`config.mk`:
```
export PLATFORM = sky130hd
export DESIGN_NAME = moesif_line_coherence_fsm_unit
export DESIGN_NICKNAME = d
export VERILOG_FILES = /design/src/rtl/mlc_pkg.sv /design/src/rtl/mlc_in_reg.sv /design/src/rtl/mlc_transition.sv /design/src/rtl/moesif_line_coherence_fsm_unit.sv
export SDC_FILE = /design/constraint.sdc
export NUM_CORES = 1
export LEC_CHECK = 0
export ABC_AREA = 1
export BUFFER_PORTS_ARGS = -buffer_cell sky130_fd_sc_hd__buf_2
export CAP_MARGIN = 20
export CORE_MARGIN = 2
export CORE_UTILIZATION = 55
export CTS_CLUSTER_DIAMETER = 50
export DETAILED_ROUTE_END_ITERATION = 12
export GPL_ROUTABILITY_DRIVEN = 0
export PLACE_DENSITY = 0.81
export SLEW_MARGIN = 5
export SYNTH_ARGS = -nofsm -noshare
export SYNTH_HDL_FRONTEND = slang
export SYNTH_HIERARCHICAL = 1
export SYNTH_SLANG_ARGS = --single-unit
```
`constraint.sdc`:
```
create_clock -name clk -period 7.4 [get_ports clk]
set_input_delay 0.74 -clock clk [delete_from_list [all_inputs] [get_ports clk]]
set_output_delay 0.74 -clock clk [all_outputs]
set_load 0.05 [all_outputs]
```
`src/rtl/mlc_pkg.sv`:
```
package mlc_pkg;

    // Widths of the node ids and of the line address.
    localparam int NODE_ID_BITS = 4;
    localparam int ADDR_BITS    = 32;

    // Line states, stable first and then the transients.
    typedef enum logic [3:0] {
        ST_I  = 4'd0,
        ST_S  = 4'd1,
        ST_E  = 4'd2,
        ST_O  = 4'd3,
        ST_M  = 4'd4,
        ST_F  = 4'd5,
        ST_IS = 4'd6,
        ST_IM = 4'd7,
        ST_SM = 4'd8,
        ST_OM = 4'd9,
        ST_FM = 4'd10
    } line_state_t;

    // Message codes. The three remaining codes are illegal.
    typedef enum logic [2:0] {
        OP_LOAD  = 3'd0,
        OP_STORE = 3'd1,
        OP_GETS  = 3'd2,
        OP_GETM  = 3'd3,
        OP_DATA  = 3'd4
    } op_t;

    // Bus request codes.
    typedef enum logic [1:0] {
        REQ_NONE = 2'd0,
        REQ_GETS = 2'd1,
        REQ_GETM = 2'd2
    } bus_req_t;

    // One incoming message as held in the input register.
    typedef struct packed {
        logic [2:0]              operation;
        logic [ADDR_BITS-1:0]    line_address;
        logic [NODE_ID_BITS-1:0] source_node;
        logic [NODE_ID_BITS-1:0] dest_node;
        logic                    shared_in;
    } msg_t;

    // One result as held in the result register.
    typedef struct packed {
        bus_req_t                bus_request;
        logic                    data_to_proc;
        logic                    data_on_bus;
        logic [NODE_ID_BITS-1:0] data_target;
        logic [ADDR_BITS-1:0]    addr_out;
        logic                    assert_shared;
        logic                    protocol_error;
        logic                    miss_event;
        logic                    silent_upgrade;
        logic                    transfer_event;
        line_state_t             line_state;
    } result_t;

endpackage

```
`src/rtl/mlc_in_reg.sv`:
```
module mlc_in_reg (
    input  logic          clk,
    input  logic          rst_n,
    input  logic          in_valid,
    output logic          in_ready,
    input  mlc_pkg::msg_t in_msg,
    input  logic          take,
    output logic          held_valid,
    output mlc_pkg::msg_t held_msg
);
    import mlc_pkg::*;

    logic valid_reg;
    logic valid_next;
    msg_t msg_reg;

    // The register refills in the same cycle that its content moves on.
    assign in_ready   = !valid_reg || take;
    assign valid_next = (in_valid && in_ready) ? 1'b1 : (take ? 1'b0 : valid_reg);

    always_ff @(posedge clk or negedge rst_n)
    begin
        if (!rst_n)
        begin
            valid_reg <= 1'b0;
        end
        else
        begin
            valid_reg <= valid_next;
        end
    end

    always_ff @(posedge clk)
    begin
        if (in_valid && in_ready)
        begin
            msg_reg <= in_msg;
        end
    end

    assign held_valid = valid_reg;
    assign held_msg   = msg_reg;

endmodule

```
`src/rtl/mlc_transition.sv`:
```
module mlc_transition (
    input  mlc_pkg::line_state_t               cur_state,
    input  mlc_pkg::msg_t                      msg,
    input  logic [mlc_pkg::NODE_ID_BITS-1:0]   own_id,
    output mlc_pkg::result_t                   res
);
    import mlc_pkg::*;

    line_state_t st;
    bus_req_t    req;
    logic        to_proc;
    logic        on_bus;
    logic        assert_sh;
    logic        err;
    logic        miss;
    logic        upgrade;
    logic        xfer;
    logic        for_me;

    assign for_me = (msg.dest_node == own_id);

    always_comb
    begin
        st        = cur_state;
        req       = REQ_NONE;
        to_proc   = 1'b0;
        on_bus    = 1'b0;
        assert_sh = 1'b0;
        err       = 1'b0;
        miss      = 1'b0;
        upgrade   = 1'b0;
        xfer      = 1'b0;

        case (op_t'(msg.operation))
            OP_LOAD, OP_STORE:
            begin
                case (cur_state)
                    ST_S, ST_O, ST_F:
                    begin
                        if (msg.operation == OP_STORE)
                        begin
                            req  = REQ_GETM;
                            miss = 1'b1;
                            st   = (cur_state == ST_S) ? ST_SM :
                                   (cur_state == ST_O) ? ST_OM : ST_FM;
                        end
                        else
                        begin
                            to_proc = 1'b1;
                        end
                    end
                    ST_E:
                    begin
                        to_proc = 1'b1;
                        if (msg.operation == OP_STORE)
                        begin
                            st      = ST_M;
                            upgrade = 1'b1;
                        end
                    end
                    ST_M:
                    begin
                        to_proc = 1'b1;
                    end
                    ST_IS, ST_IM, ST_SM, ST_OM, ST_FM:
                    begin
                        err = 1'b1;
                    end
                    default:
                    begin
                        // Invalid: a miss that starts a transaction.
                        miss = 1'b1;
                        if (msg.operation == OP_STORE)
                        begin
                            req = REQ_GETM;
                            st  = ST_IM;
                        end
                        else
                        begin
                            req = REQ_GETS;
                            st  = ST_IS;
                        end
                    end
                endcase
            end
            OP_GETS, OP_GETM:
            begin
                case (cur_state)
                    ST_S:
                    begin
                        if (msg.operation == OP_GETM)
                        begin
                            st = ST_I;
                        end
                        else
                        begin
                            assert_sh = 1'b1;
                        end
                    end
                    ST_M, ST_E, ST_O, ST_F:
                    begin
                        on_bus = 1'b1;
                        xfer   = 1'b1;
                        if (msg.operation == OP_GETM)
                        begin
                            st = ST_I;
                        end
                        else
                        begin
                            assert_sh = 1'b1;
                            if (cur_state == ST_M)
                            begin
                                st = ST_O;
                            end
                            else if (cur_state == ST_E)
                            begin
                                st = ST_F;
                            end
                        end
                    end
                    ST_OM, ST_FM:
                    begin
                        on_bus = 1'b1;
                        xfer   = 1'b1;
                        if (msg.operation == OP_GETM)
                        begin
                            st = ST_IM;
                        end
                        else
                        begin
                            assert_sh = 1'b1;
                        end
                    end
                    default:
                    begin
                        st = cur_state;
                    end
                endcase
            end
            OP_DATA:
            begin
                case (cur_state)
                    ST_M:
                    begin
                        err = 1'b1;
                    end
                    ST_IS:
                    begin
                        if (for_me)
                        begin
                            to_proc = 1'b1;
                            st      = msg.shared_in ? ST_S : ST_E;
                        end
                    end
                    ST_IM, ST_SM, ST_OM, ST_FM:
                    begin
                        if (for_me)
                        begin
                            to_proc = 1'b1;
                            st      = ST_M;
                        end
                    end
                    default:
                    begin
                        st = cur_state;
                    end
                endcase
            end
            default:
            begin
                err = 1'b1;
            end
        endcase
    end

    always_comb
    begin
        res.bus_request    = req;
        res.data_to_proc   = to_proc;
        res.data_on_bus    = on_bus;
        res.data_target    = on_bus ? msg.source_node : '0;
        res.addr_out       = ((req != REQ_NONE) || to_proc || on_bus) ? msg.line_address : '0;
        res.assert_shared  = assert_sh;
        res.protocol_error = err;
        res.miss_event     = miss;
        res.silent_upgrade = upgrade;
        res.transfer_event = xfer;
        res.line_state     = st;
    end

endmodule

```
`src/rtl/moesif_line_coherence_fsm_unit.sv`:
```
// Coherence controller for one cache line under a snooping MOESIF protocol.
// Each transfer on the input channel carries one message, a processor LOAD or
// STORE or a snooped GETS, GETM or DATA, and yields exactly one transfer on the
// output channel, in order. The output tells which bus request to issue,
// whether data goes to the processor or onto the bus (and to which node),
// whether the shared line is asserted, which miss, silent-upgrade and
// cache-to-cache events occurred, and the line state after the message.
// Messages that are illegal in the current state raise protocol_error and
// leave the state unchanged. A message passes through an input register and
// the next-state logic into the result register, and one message is taken
// every cycle as long as results are taken. The line state is updated as a
// result is loaded, so back-to-back messages always see the state left by the
// previous one. own_node_id is written through cfg_we and cfg_wdata; the user
// must write it only while no message is in flight, as the block does not
// enforce this. It resets to zero, and the line resets to Invalid.
module moesif_line_coherence_fsm_unit (
    input  logic                              clk,
    input  logic                              rst_n,
    input  logic                              cfg_we,
    input  logic [mlc_pkg::NODE_ID_BITS-1:0]  cfg_wdata,
    input  logic                              in_valid,
    output logic                              in_ready,
    input  logic [2:0]                        operation,
    input  logic [mlc_pkg::ADDR_BITS-1:0]     line_address,
    input  logic [mlc_pkg::NODE_ID_BITS-1:0]  source_node,
    input  logic [mlc_pkg::NODE_ID_BITS-1:0]  dest_node,
    input  logic                              shared_in,
    output logic                              out_valid,
    input  logic                              out_ready,
    output logic [1:0]                        bus_request,
    output logic                              data_to_proc,
    output logic                              data_on_bus,
    output logic [mlc_pkg::NODE_ID_BITS-1:0]  data_target,
    output logic [mlc_pkg::ADDR_BITS-1:0]     addr_out,
    output logic                              assert_shared,
    output logic                              protocol_error,
    output logic                              miss_event,
    output logic                              silent_upgrade,
    output logic                              transfer_event,
    output logic [3:0]                        line_state
);
    import mlc_pkg::*;

    logic [NODE_ID_BITS-1:0] own_id_reg;
    line_state_t             state_reg;
    logic                    out_valid_reg;
    logic                    out_valid_next;
    result_t                 result_reg;

    msg_t    in_msg;
    msg_t    held_msg;
    logic    held_valid;
    logic    advance;
    result_t step_res;

    assign in_msg.operation    = operation;
    assign in_msg.line_address = line_address;
    assign in_msg.source_node  = source_node;
    assign in_msg.dest_node    = dest_node;
    assign in_msg.shared_in    = shared_in;

    // A held message moves on whenever the result register is empty or its
    // result is being taken in this cycle.
    assign advance = held_valid && (!out_valid_reg || out_ready);

    mlc_in_reg u_in_reg (
        .clk        (clk),
        .rst_n      (rst_n),
        .in_valid   (in_valid),
        .in_ready   (in_ready),
        .in_msg     (in_msg),
        .take       (advance),
        .held_valid (held_valid),
        .held_msg   (held_msg)
    );

    mlc_transition u_transition (
        .cur_state (state_reg),
        .msg       (held_msg),
        .own_id    (own_id_reg),
        .res       (step_res)
    );

    assign out_valid_next = advance ? 1'b1 : (out_ready ? 1'b0 : out_valid_reg);

    // Control state: node id, line state and the result valid flag.
    always_ff @(posedge clk or negedge rst_n)
    begin
        if (!rst_n)
        begin
            own_id_reg    <= '0;
            state_reg     <= ST_I;
            out_valid_reg <= 1'b0;
        end
        else
        begin
            if (cfg_we)
            begin
                own_id_reg <= cfg_wdata;
            end
            if (advance)
            begin
                state_reg <= step_res.line_state;
            end
            out_valid_reg <= out_valid_next;
        end
    end

    // The result payload needs no reset; it is qualified by out_valid.
    always_ff @(posedge clk)
    begin
        if (advance)
        begin
            result_reg <= step_res;
        end
    end

    assign out_valid      = out_valid_reg;
    assign bus_request    = result_reg.bus_request;
    assign data_to_proc   = result_reg.data_to_proc;
    assign data_on_bus    = result_reg.data_on_bus;
    assign data_target    = result_reg.data_target;
    assign addr_out       = result_reg.addr_out;
    assign assert_shared  = result_reg.assert_shared;
    assign protocol_error = result_reg.protocol_error;
    assign miss_event     = result_reg.miss_event;
    assign silent_upgrade = result_reg.silent_upgrade;
    assign transfer_event = result_reg.transfer_event;
    assign line_state     = result_reg.line_state;

    // The state register always agrees with the newest result that is shown.
    a_state_matches_result: assert property (@(posedge clk) disable iff (!rst_n)
        out_valid_reg |-> (result_reg.line_state == state_reg))
        else $error("line state register disagrees with the pending result");

    // A message never moves into an occupied result register that is stalled.
    a_no_overwrite: assert property (@(posedge clk) disable iff (!rst_n)
        !(advance && out_valid_reg && !out_ready))
        else $error("result overwritten before its transfer");

    // A silent upgrade always ends in M.
    a_upgrade_to_m: assert property (@(posedge clk) disable iff (!rst_n)
        (out_valid_reg && result_reg.silent_upgrade) |-> (result_reg.line_state == ST_M))
        else $error("silent upgrade without a move to M");

    // Any bus request is issued only on a processor miss.
    a_request_is_miss: assert property (@(posedge clk) disable iff (!rst_n)
        (out_valid_reg && (result_reg.bus_request != REQ_NONE)) |-> result_reg.miss_event)
        else $error("bus request without a miss");

endmodule

```
=== Word-level counts from Yosys, hierarchy flattened ===
Index checks and enable logic that the tools add are counted.

* Output and inout bits: 51
* Bits in registers: 102

* Reduce and logical (&&, ||, !) cells: 26
* Muxes and demuxes: 38
* Equality and inequality tests: 15

{| class="wikitable"
|+ Operator list
! kind !! count
|-
| 4-bit 2-to-1 mux || 10
|-
| 4-bit case mux with 3 select lines || 3
|-
| 4-bit by 3-bit == test with 1-bit output, second input constant || 4
|-
| 1-bit 2-to-1 mux || 14
|-
| 7-bit OR reduction || 2
|-
| 4-bit == test, second input constant || 3
|-
| 6-bit OR reduction || 2
|-
| 2-bit 2-to-1 mux || 5
|-
| 4-bit by 2-bit == test with 1-bit output, second input constant || 2
|-
| 4-bit case mux with 2 select lines || 1
|-
| 2-bit OR reduction || 4
|-
| 4-bit OR reduction || 2
|-
| 3-bit by 2-bit == test with 1-bit output, second input constant || 2
|-
| 1-bit case mux with 2 select lines || 3
|-
| 2-bit nonzero test || 3
|-
| 5-bit OR reduction || 1
|-
| 4-bit by 1-bit == test with 1-bit output, second input constant || 1
|-
| 4-bit == test || 1
|-
| 1-bit logical OR || 4
|-
| 2-bit case mux with 2 select lines || 1
|-
| 2-bit AND reduction || 2
|-
| 3-bit by 1-bit == test with 1-bit output, second input constant || 1
|-
| 3-bit == test, second input constant || 1
|-
| 3-bit logical NOT || 1
|-
| other kinds (4) || 6
|}

=== Longest topological paths before layout ===
Gate-level depths: netlist of the first run.

* Word-level depth: 7
* Mapped depth: 13

=== Modules after synthesis ===
Netlist of the first run, hierarchy kept.

{| class="wikitable"
|+ By module, submodules not included
! module !! area an instance (µm²) !! instances !! cells each
|-
| moesif_line_coherence_fsm_unit || 1825.5 || 1 || 87
|-
| mlc_in_reg || 1366.3 || 1 || 50
|-
| mlc_transition || 1142.3 || 1 || 253
|}

=== Worst setup path before layout of the first run ===
OpenSTA, ideal clock, no wires.

* Path kind: input -> register
* Start point: input out_ready
* End point: register u_in_reg.msg_reg (netlist bit u_in_reg/held_msg[0]), enable pin
* Data arrival time: 4279 ps
* Path slack: 2661 ps
* Data required time: 6940 ps
* Stages on the path: 6
* Path buffers: 0
* Cell sequence: inv_1 > nand2_2 > nand2_4 > inv_1 > inv_1 > a21oi_1

* Word-level cells in the longest chain between the ends: 4

{| class="wikitable"
|+ RTL lines
! item !! RTL line !! RTL
|-
| start, declared || moesif_line_coherence_fsm_unit.sv:29 || <nowiki>input logic out_ready,</nowiki>
|-
| 1-bit logical OR || moesif_line_coherence_fsm_unit.sv:64 || <nowiki>assign advance = held_valid && (!out_valid_reg || out_ready);</nowiki>
|-
| 1-bit logical AND || moesif_line_coherence_fsm_unit.sv:64 ||
|-
| net advance || moesif_line_coherence_fsm_unit.sv:53 || <nowiki>logic advance;</nowiki>
|-
| 1-bit logical OR || mlc_in_reg.sv:18 || <nowiki>assign in_ready = !valid_reg || take;</nowiki>
|-
| 1-bit logical AND || mlc_in_reg.sv:35 || <nowiki>if (in_valid && in_ready)</nowiki>
|-
| end signal, assigned || mlc_in_reg.sv:37 || <nowiki>msg_reg <= in_msg;</nowiki>
|-
| end, declared || mlc_in_reg.sv:15 || <nowiki>msg_t msg_reg;</nowiki>
|}

The timed path passes the listed nets, and every way through them passes these cells.
A chain may end at the register's enable or synchronous reset.

=== Worst setup path after layout of the first run ===
* Start point: input out_ready
* End point: output in_ready

* Word-level cells in the longest chain between the ends: 3

{| class="wikitable"
|+ RTL lines
! item !! RTL line !! RTL
|-
| 1-bit logical OR || moesif_line_coherence_fsm_unit.sv:64 ||
|-
| 1-bit logical AND || moesif_line_coherence_fsm_unit.sv:64 ||
|-
| net advance || moesif_line_coherence_fsm_unit.sv:53 ||
|-
| 1-bit logical OR || mlc_in_reg.sv:18 ||
|-
| end, declared || moesif_line_coherence_fsm_unit.sv:22 || <nowiki>output logic in_ready,</nowiki>
|}

The timed path passes the listed nets, and every way through them passes these cells.

==> flow_metrics.py, run 1 <==
metrics = {
    "route": {
        "drt_iter0_markers": 306,
        "drt-vias-per-instance": 4.88,
        "wl_per_cell_um": 12.9,
        "dr.pass1.iters": 4,
        "drc": 0,
        "postRouteAntennaNets": 0,
        "vias": 2929,
        "routed_wl_um": 7760,
    },
    "job": {
        "drv_cap": 0,
    },
    "die": {
        "die_area_um2": 8610,
        "core_um2": 7690,
        "ios": 104,
        "die_x_um": 92.8,
        "start_util_pct": 56.4,
        "die_y_um": 92.8,
        "rows": 32,
    },
    "global_route": {
        "first_global_vias": 2655,
        "grt_max_degree": 51,
        "antenna_found_initial": 0,
        "grt_pass1_wl_um": 12000,
        "grt_overflow": 0,
        "grtUsageTotal_pct": 18.7,
    },
    "yosys": {
        "yosys_warnings": 6,
        "ys_seq_area_share_pct": 70.2,
        "synth.distinct_cells": 22,
        "synth_area_per_cell_um2": 11.1,
        "netlist_area_um2": 4330,
        "synthesis.nets": 443,
        "synthCells": 390,
        "ys_seq_elements": 103,
    },
    "setup_path": {
        "critPathRequiredTime_ns": 6.66,
        "critPathCaptureType": "primary output",
        "crit_type": "in -> out",
        "max_stage_delay_ns": 0.72,
        "start_kind": "primary input",
        "path_cells": "buf_2 -> inv_1 -> nand2_2 -> nand2_4 -> inv_2 -> inv_1 -> nand2_1 -> buf_2",
        "cp_slowest_cell": "inv_2",
        "crit_arrival_ns": 2.40,
        "crit_fanout": 50,
    },
    "placement": {
        "io_buffers": 103,
        "dp_slack_ns": 4.24,
        "dp_hpwl_um": 5450,
    },
    "final_layout": {
        "layout_commonest_cell": "buf_2",
        "fill_cells": 578,
        "layout.nets": 546,
        "postLayoutCoreUtil_pct": 66.0,
        "final_cell_mix": "103 x buf_2, 93 x edfxtp_1, 88 x nand2_1",
        "multiInputGateArea_um2": 921,
        "regArea_um2": 3040,
        "drive_gt1_share_pct": 28.7,
        "largest_reg_flops": 44,
        "diodes": 0,
        "area_growth_pct": 17.1,
    },
    "cts": {
        "cts-resized-gates": 0,
        "hold_buffers": 0,
        "cts_htree_levels": 3,
        "root_buffer": "clkbuf_8",
        "cts_buffer_depth": 2,
        "cts_buffers": 9,
        "cts_tree": "done",
        "post-cts-setup-buffers": 0,
        "clock-sinks": 103,
        "clk_pin_slew_ns": 0.10,
        "clkLatencyLatePin_ns": 0.37,
    },
    "sta": {
        "rsz0062_at_grt": "false",
        "fmax_mhz": 319,
        "min_period_ns": 3.14,
        "relSlewSlack_pct": 34.3,
        "finalSetupTns_ns": 0,
        "worstMarginPinSlew_ns": 0.984,
        "fin_crit_sh_pct": 42.4,
        "hold_viol_final": 0,
        "fin_hold_ws_ns": 0.213,
        "final.setup_skew_ns": 0.00785,
        "finalMaxSlewViolations": 0,
        "setup_violations": 0,
        "final.setup.worst_slack_ns": 4.26,
    },
    "power_and_ir_drop": {
        "peakVddDrop_uv": 194,
        "leakage_nw": 2.42,
        "switching_share_pct": 42.7,
        "p_per_area_nw_per_um2": 363,
        "intPower_mw": 1.06,
        "switchingPower_mw": 0.787,
        "p_seq_share_pct": 44.8,
        "clock_power_share_pct": 18.1,
        "combPwrFrac_pct": 37.2,
    },
    "status": {
        "outcome": "finished clean",
    },
    "min_path": {
        "hold_class": "in -> async",
    },
}
[path summary, 6_finish.rpt]
kind                                            start                     to  slack [ns]  cells past startpoint
worst min-delay path                            rst_n          own_id_reg[3]        0.21                      1
worst max register to register    u_in_reg/held_valid  u_in_reg/held_msg[14]        4.79                      5
worst min register to register  u_in_reg/held_msg[27]           addr_out[18]        0.55                      2
min in group clk                     line_address[26]  u_in_reg/held_msg[35]        0.54                      1
worst max-delay path                        out_ready               in_ready        4.26                      8
max in group asynchronous                       rst_n           state_reg[2]        7.00                      1
[per-stage QoR]
stage | area [µm²] | cells | power, mW
global route | 5070 | 600 | 1.93
finish | 5070 | 600 | 1.84
CTS | 5070 | 600 | 1.84
floorplan | 4330 | 390 | 1.40
global placement | 4880 | 584 | 1.50
detailed placement | 4880 | 584 | 1.51
[layout make-up]
type / count / area share [%]
Clock buffer: 9 / 2.44
Clock inverter: 7 / 1.31
Inverter: 72 / 5.33
Multi-Input combinational cell: 203 / 18.1
Sequential cell: 103 / 60.0
Tap cell: 102 / 2.51
Timing Repair Buffer: 104 / 10.3
[worst max-delay path: cells and delay by family]
kind / cells / cell delay (ns)
buf+inv: 5 / 1.30
simple gates: 3 / 0.34
[Yosys cell counts]
master | number | area share [%]
nor2_4 | 2 | 0.52
o21ai_0 | 8 | 0.92
a21oi_1 | 4 | 0.46
buf_4 | 7 | 1.2
nor2_2 | 6 | 0.87
a21oi_4 | 1 | 0.38
nor2_1 | 55 | 4.8
nand2_1 | 88 | 7.6
inv_2 | 3 | 0.26
nand2_2 | 5 | 0.72
o211ai_1 | 1 | 0.17
nand2_4 | 1 | 0.26
nand4_1 | 7 | 1.0
inv_1 | 69 | 6.0
buf_6 | 4 | 1.0
edfxtp_1 | 93 | 64
nor3_1 | 2 | 0.23
clkbuf_8 | 1 | 0.32
nand3_1 | 20 | 2.3
nand4_2 | 1 | 0.29
nand3_2 | 2 | 0.46
dfrtp_1 | 10 | 5.8
[kinds of logic after synthesis]
kind of cell / after synthesis / synth area share (%)
compound gates: 14 / 1.93
flops: 103 / 70.2
buf+inv: 84 / 8.80
simple gates: 189 / 19.1
[layer usage]
layer / global-route usage (%) / up-vias / share of wire, % / wire length, µm
li1: - / 1450 / - / -
met1: 23.2 / 1321 / 40 / 3110
met2: 30.5 / 140 / 50 / 3890
met3: 4.96 / 18 / 7.2 / 559
met4: 9.31 / 0 / 2.6 / 202
met5: 0 / - / 0 / 0
[power by group through the flow]
stage | registers (mW) | clock network (mW) | logic, mW
finish | 0.826 | 0.333 | 0.685
global route | 0.838 | 0.359 | 0.738
CTS | 0.827 | 0.338 | 0.679
detailed placement | 0.838 | 0 | 0.676
global placement | 0.837 | 0 | 0.662
floorplan | 1.07 | 0 | 0.329
(Power assumes the default switching activity.)
==> run 2, diff against run 1 <==
--- a/config.mk
+++ b/config.mk
@@ -9,11 +9,11 @@
 export BUFFER_PORTS_ARGS = -buffer_cell sky130_fd_sc_hd__buf_2
 export CAP_MARGIN = 20
 export CORE_MARGIN = 2
-export CORE_UTILIZATION = 55
+export CORE_UTILIZATION = 48
 export CTS_CLUSTER_DIAMETER = 50
 export DETAILED_ROUTE_END_ITERATION = 12
 export GPL_ROUTABILITY_DRIVEN = 0
-export PLACE_DENSITY = 0.81
+export PLACE_DENSITY = 0.75
 export SLEW_MARGIN = 5
 export SYNTH_ARGS = -nofsm -noshare
 export SYNTH_HDL_FRONTEND = slang
==> constraint.sdc (replaced) <==
create_clock -name clk -period 2.6 [get_ports clk]
set_input_delay 0.26 -clock clk [delete_from_list [all_inputs] [get_ports clk]]
set_output_delay 0.26 -clock clk [all_outputs]
set_load 0.05 [all_outputs]
==> run 2 against run 1 <==
Effect of this change: first-iteration DRC count down 39%; global-route usage fell by 2.0 points; hold slack worse by 0.15 ns; routed wire length is 3.9% higher; combinational power grew to 2.9 times the previous value; die area is 14% higher; setup slack worse by 3.8 ns; utilization decreased by 7.1 points; largest power group unchanged; total power increased to 2.9 times the previous value.
==> flow_metrics.py, run 2 (synthesis results as in run 1) <==
metrics = {
    "die": {
        "start_util_pct": 49.7,
        "rows": 34,
        "ios": 104,
        "die_x_um": 99.0,
        "die_y_um": 99.0,
        "core_um2": 8720,
        "die_area_um2": 9810,
    },
    "power_and_ir_drop": {
        "peakVddDrop_uv": 528,
        "switching_share_pct": 42.5,
        "totalPowerFinal_mw": 5.27,
        "clock_power_share_pct": 17.9,
        "intPower_mw": 3.03,
        "p_per_area_nw_per_um2": 1030,
        "switchingPower_mw": 2.24,
        "p_seq_share_pct": 44.4,
        "leakage_nw": 2.44,
        "combPwrFrac_pct": 37.7,
    },
    "global_route": {
        "antenna_found_initial": 1,
        "grtUsageTotal_pct": 16.8,
        "grt_overflow": 0,
        "first_global_vias": 2744,
        "grt_max_degree": 45,
        "grt_pass1_wl_um": 12700,
    },
    "cts": {
        "hold_buffers": 1,
        "cts_buffer_depth": 2,
        "cts-resized-gates": 0,
        "post-cts-setup-buffers": 0,
        "clk_pin_slew_ns": 0.11,
        "root_buffer": "clkbuf_8",
        "cts_tree": "done",
        "cts_htree_levels": 3,
        "cts_buffers": 9,
        "clkLatencyLatePin_ns": 0.36,
        "clock-sinks": 103,
    },
    "sta": {
        "rsz0062_at_grt": "false",
        "finalMaxSlewViolations": 0,
        "fmax_mhz": 468,
        "worstMarginPinSlew_ns": 0.373,
        "fin_crit_sh_pct": 82.1,
        "setup_violations": 0,
        "final.setup.worst_slack_ns": 0.465,
        "fin_hold_ws_ns": 0.0624,
        "relSlewSlack_pct": 75.1,
        "min_period_ns": 2.13,
        "hold_viol_final": 0,
        "finalSetupTns_ns": 0,
        "final.setup_skew_ns": 0.0149,
    },
    "route": {
        "drt_iter0_markers": 186,
        "vias": 2931,
        "drc": 0,
        "postRouteAntennaNets": 0,
        "dr.pass1.iters": 5,
        "wl_per_cell_um": 13.2,
        "drt-vias-per-instance": 4.80,
        "routed_wl_um": 8070,
    },
    "placement": {
        "dp_hpwl_um": 5820,
        "dp_slack_ns": 0.491,
        "dpl_cell_area_um2": 4940,
        "io_buffers": 103,
    },
    "final_layout": {
        "drive_gt1_share_pct": 29.5,
        "regArea_um2": 3040,
        "final_cell_mix": "103 x buf_2, 93 x edfxtp_1, 88 x nand2_1",
        "final_area_um2": 5140,
        "layout_commonest_cell": "buf_2",
        "diodes": 0,
        "area_growth_pct": 18.5,
        "multiInputGateArea_um2": 926,
        "largest_reg_flops": 44,
        "fill_cells": 735,
        "layout.nets": 550,
    },
    "job": {
        "drv_cap": 0,
    },
    "setup_path": {
        "crit_type": "reg -> reg",
        "start_kind": "flip-flop",
        "crit_arrival_ns": 2.24,
        "crit_fanout": 32,
        "critPathRequiredTime_ns": 2.71,
        "critPathCaptureType": "flip-flop",
    },
    "min_path": {
        "hold_class": "in -> reg",
    },
    "status": {
        "outcome": "finished clean",
    },
}
-- run 2: path summary, 6_finish.rpt --
path / start / end / slack (ns) / cells after the start
min in group asynchronous: rst_n / state_reg[2] / 0.27 / 2
max in group asynchronous: rst_n / out_valid / 2.12 / 2
min: line_address[3] / u_in_reg/held_msg[12] / 0.06 / 1
max: state_reg[2] / addr_out[7] / 0.47 / 9
max reg2reg: state_reg[2] / addr_out[7] / 0.47 / 9
min reg2reg: u_in_reg/held_msg[37] / addr_out[28] / 0.54 / 2
-- run 2: layout make-up --
class / instances / area share (%)
Multi-Input combinational cell: 203 / 18.0
Clock buffer: 9 / 2.41
Tap cell: 108 / 2.63
Clock inverter: 7 / 1.29
Timing Repair Buffer: 108 / 11.1
Inverter: 72 / 5.33
Sequential cell: 103 / 59.3
-- run 2: per-stage QoR --
| stage | instances | utilization (%) |
|---|---|---|
| after global routing | 610 | 58.9 |
| after detailed placement | 593 | 56.6 |
| after floorplan | 390 | - |
| final | 610 | 58.9 |
| after global placement | 593 | 56.6 |
| after CTS | 610 | 58.9 |
-- run 2: per-layer routing --
layer	GRT usage, %	part of all wire (%)	vias to the layer above
met3	5.11	7.3	16
met1	20.9	41	1329
met2	27.2	49	121
met5	0	0.16	-
met4	7.06	1.9	2
li1	-	-	1463
-- run 2: power groups by stage --
stage / clock network, mW / logic, mW / registers [mW]
floorplan: 0 / 0.945 / 3.05
detailed placement: 0 / 1.97 / 2.38
global placement: 0 / 1.93 / 2.37
CTS: 0.980 / 1.98 / 2.34
finish: 0.943 / 1.98 / 2.34
global route: 1.04 / 2.13 / 2.37
-- run 2: worst max-delay path, stage by stage, from the launching register on --
cell and delay (ns):
dfrtp_1 0.51, nor2_1 0.25, nand2_1 0.16, nand2_2 0.13, nand2_1 0.08, nand3_1 0.12
nand3_2 0.11, nor2_4 0.08, buf_4 0.33, nor2_1 0.08
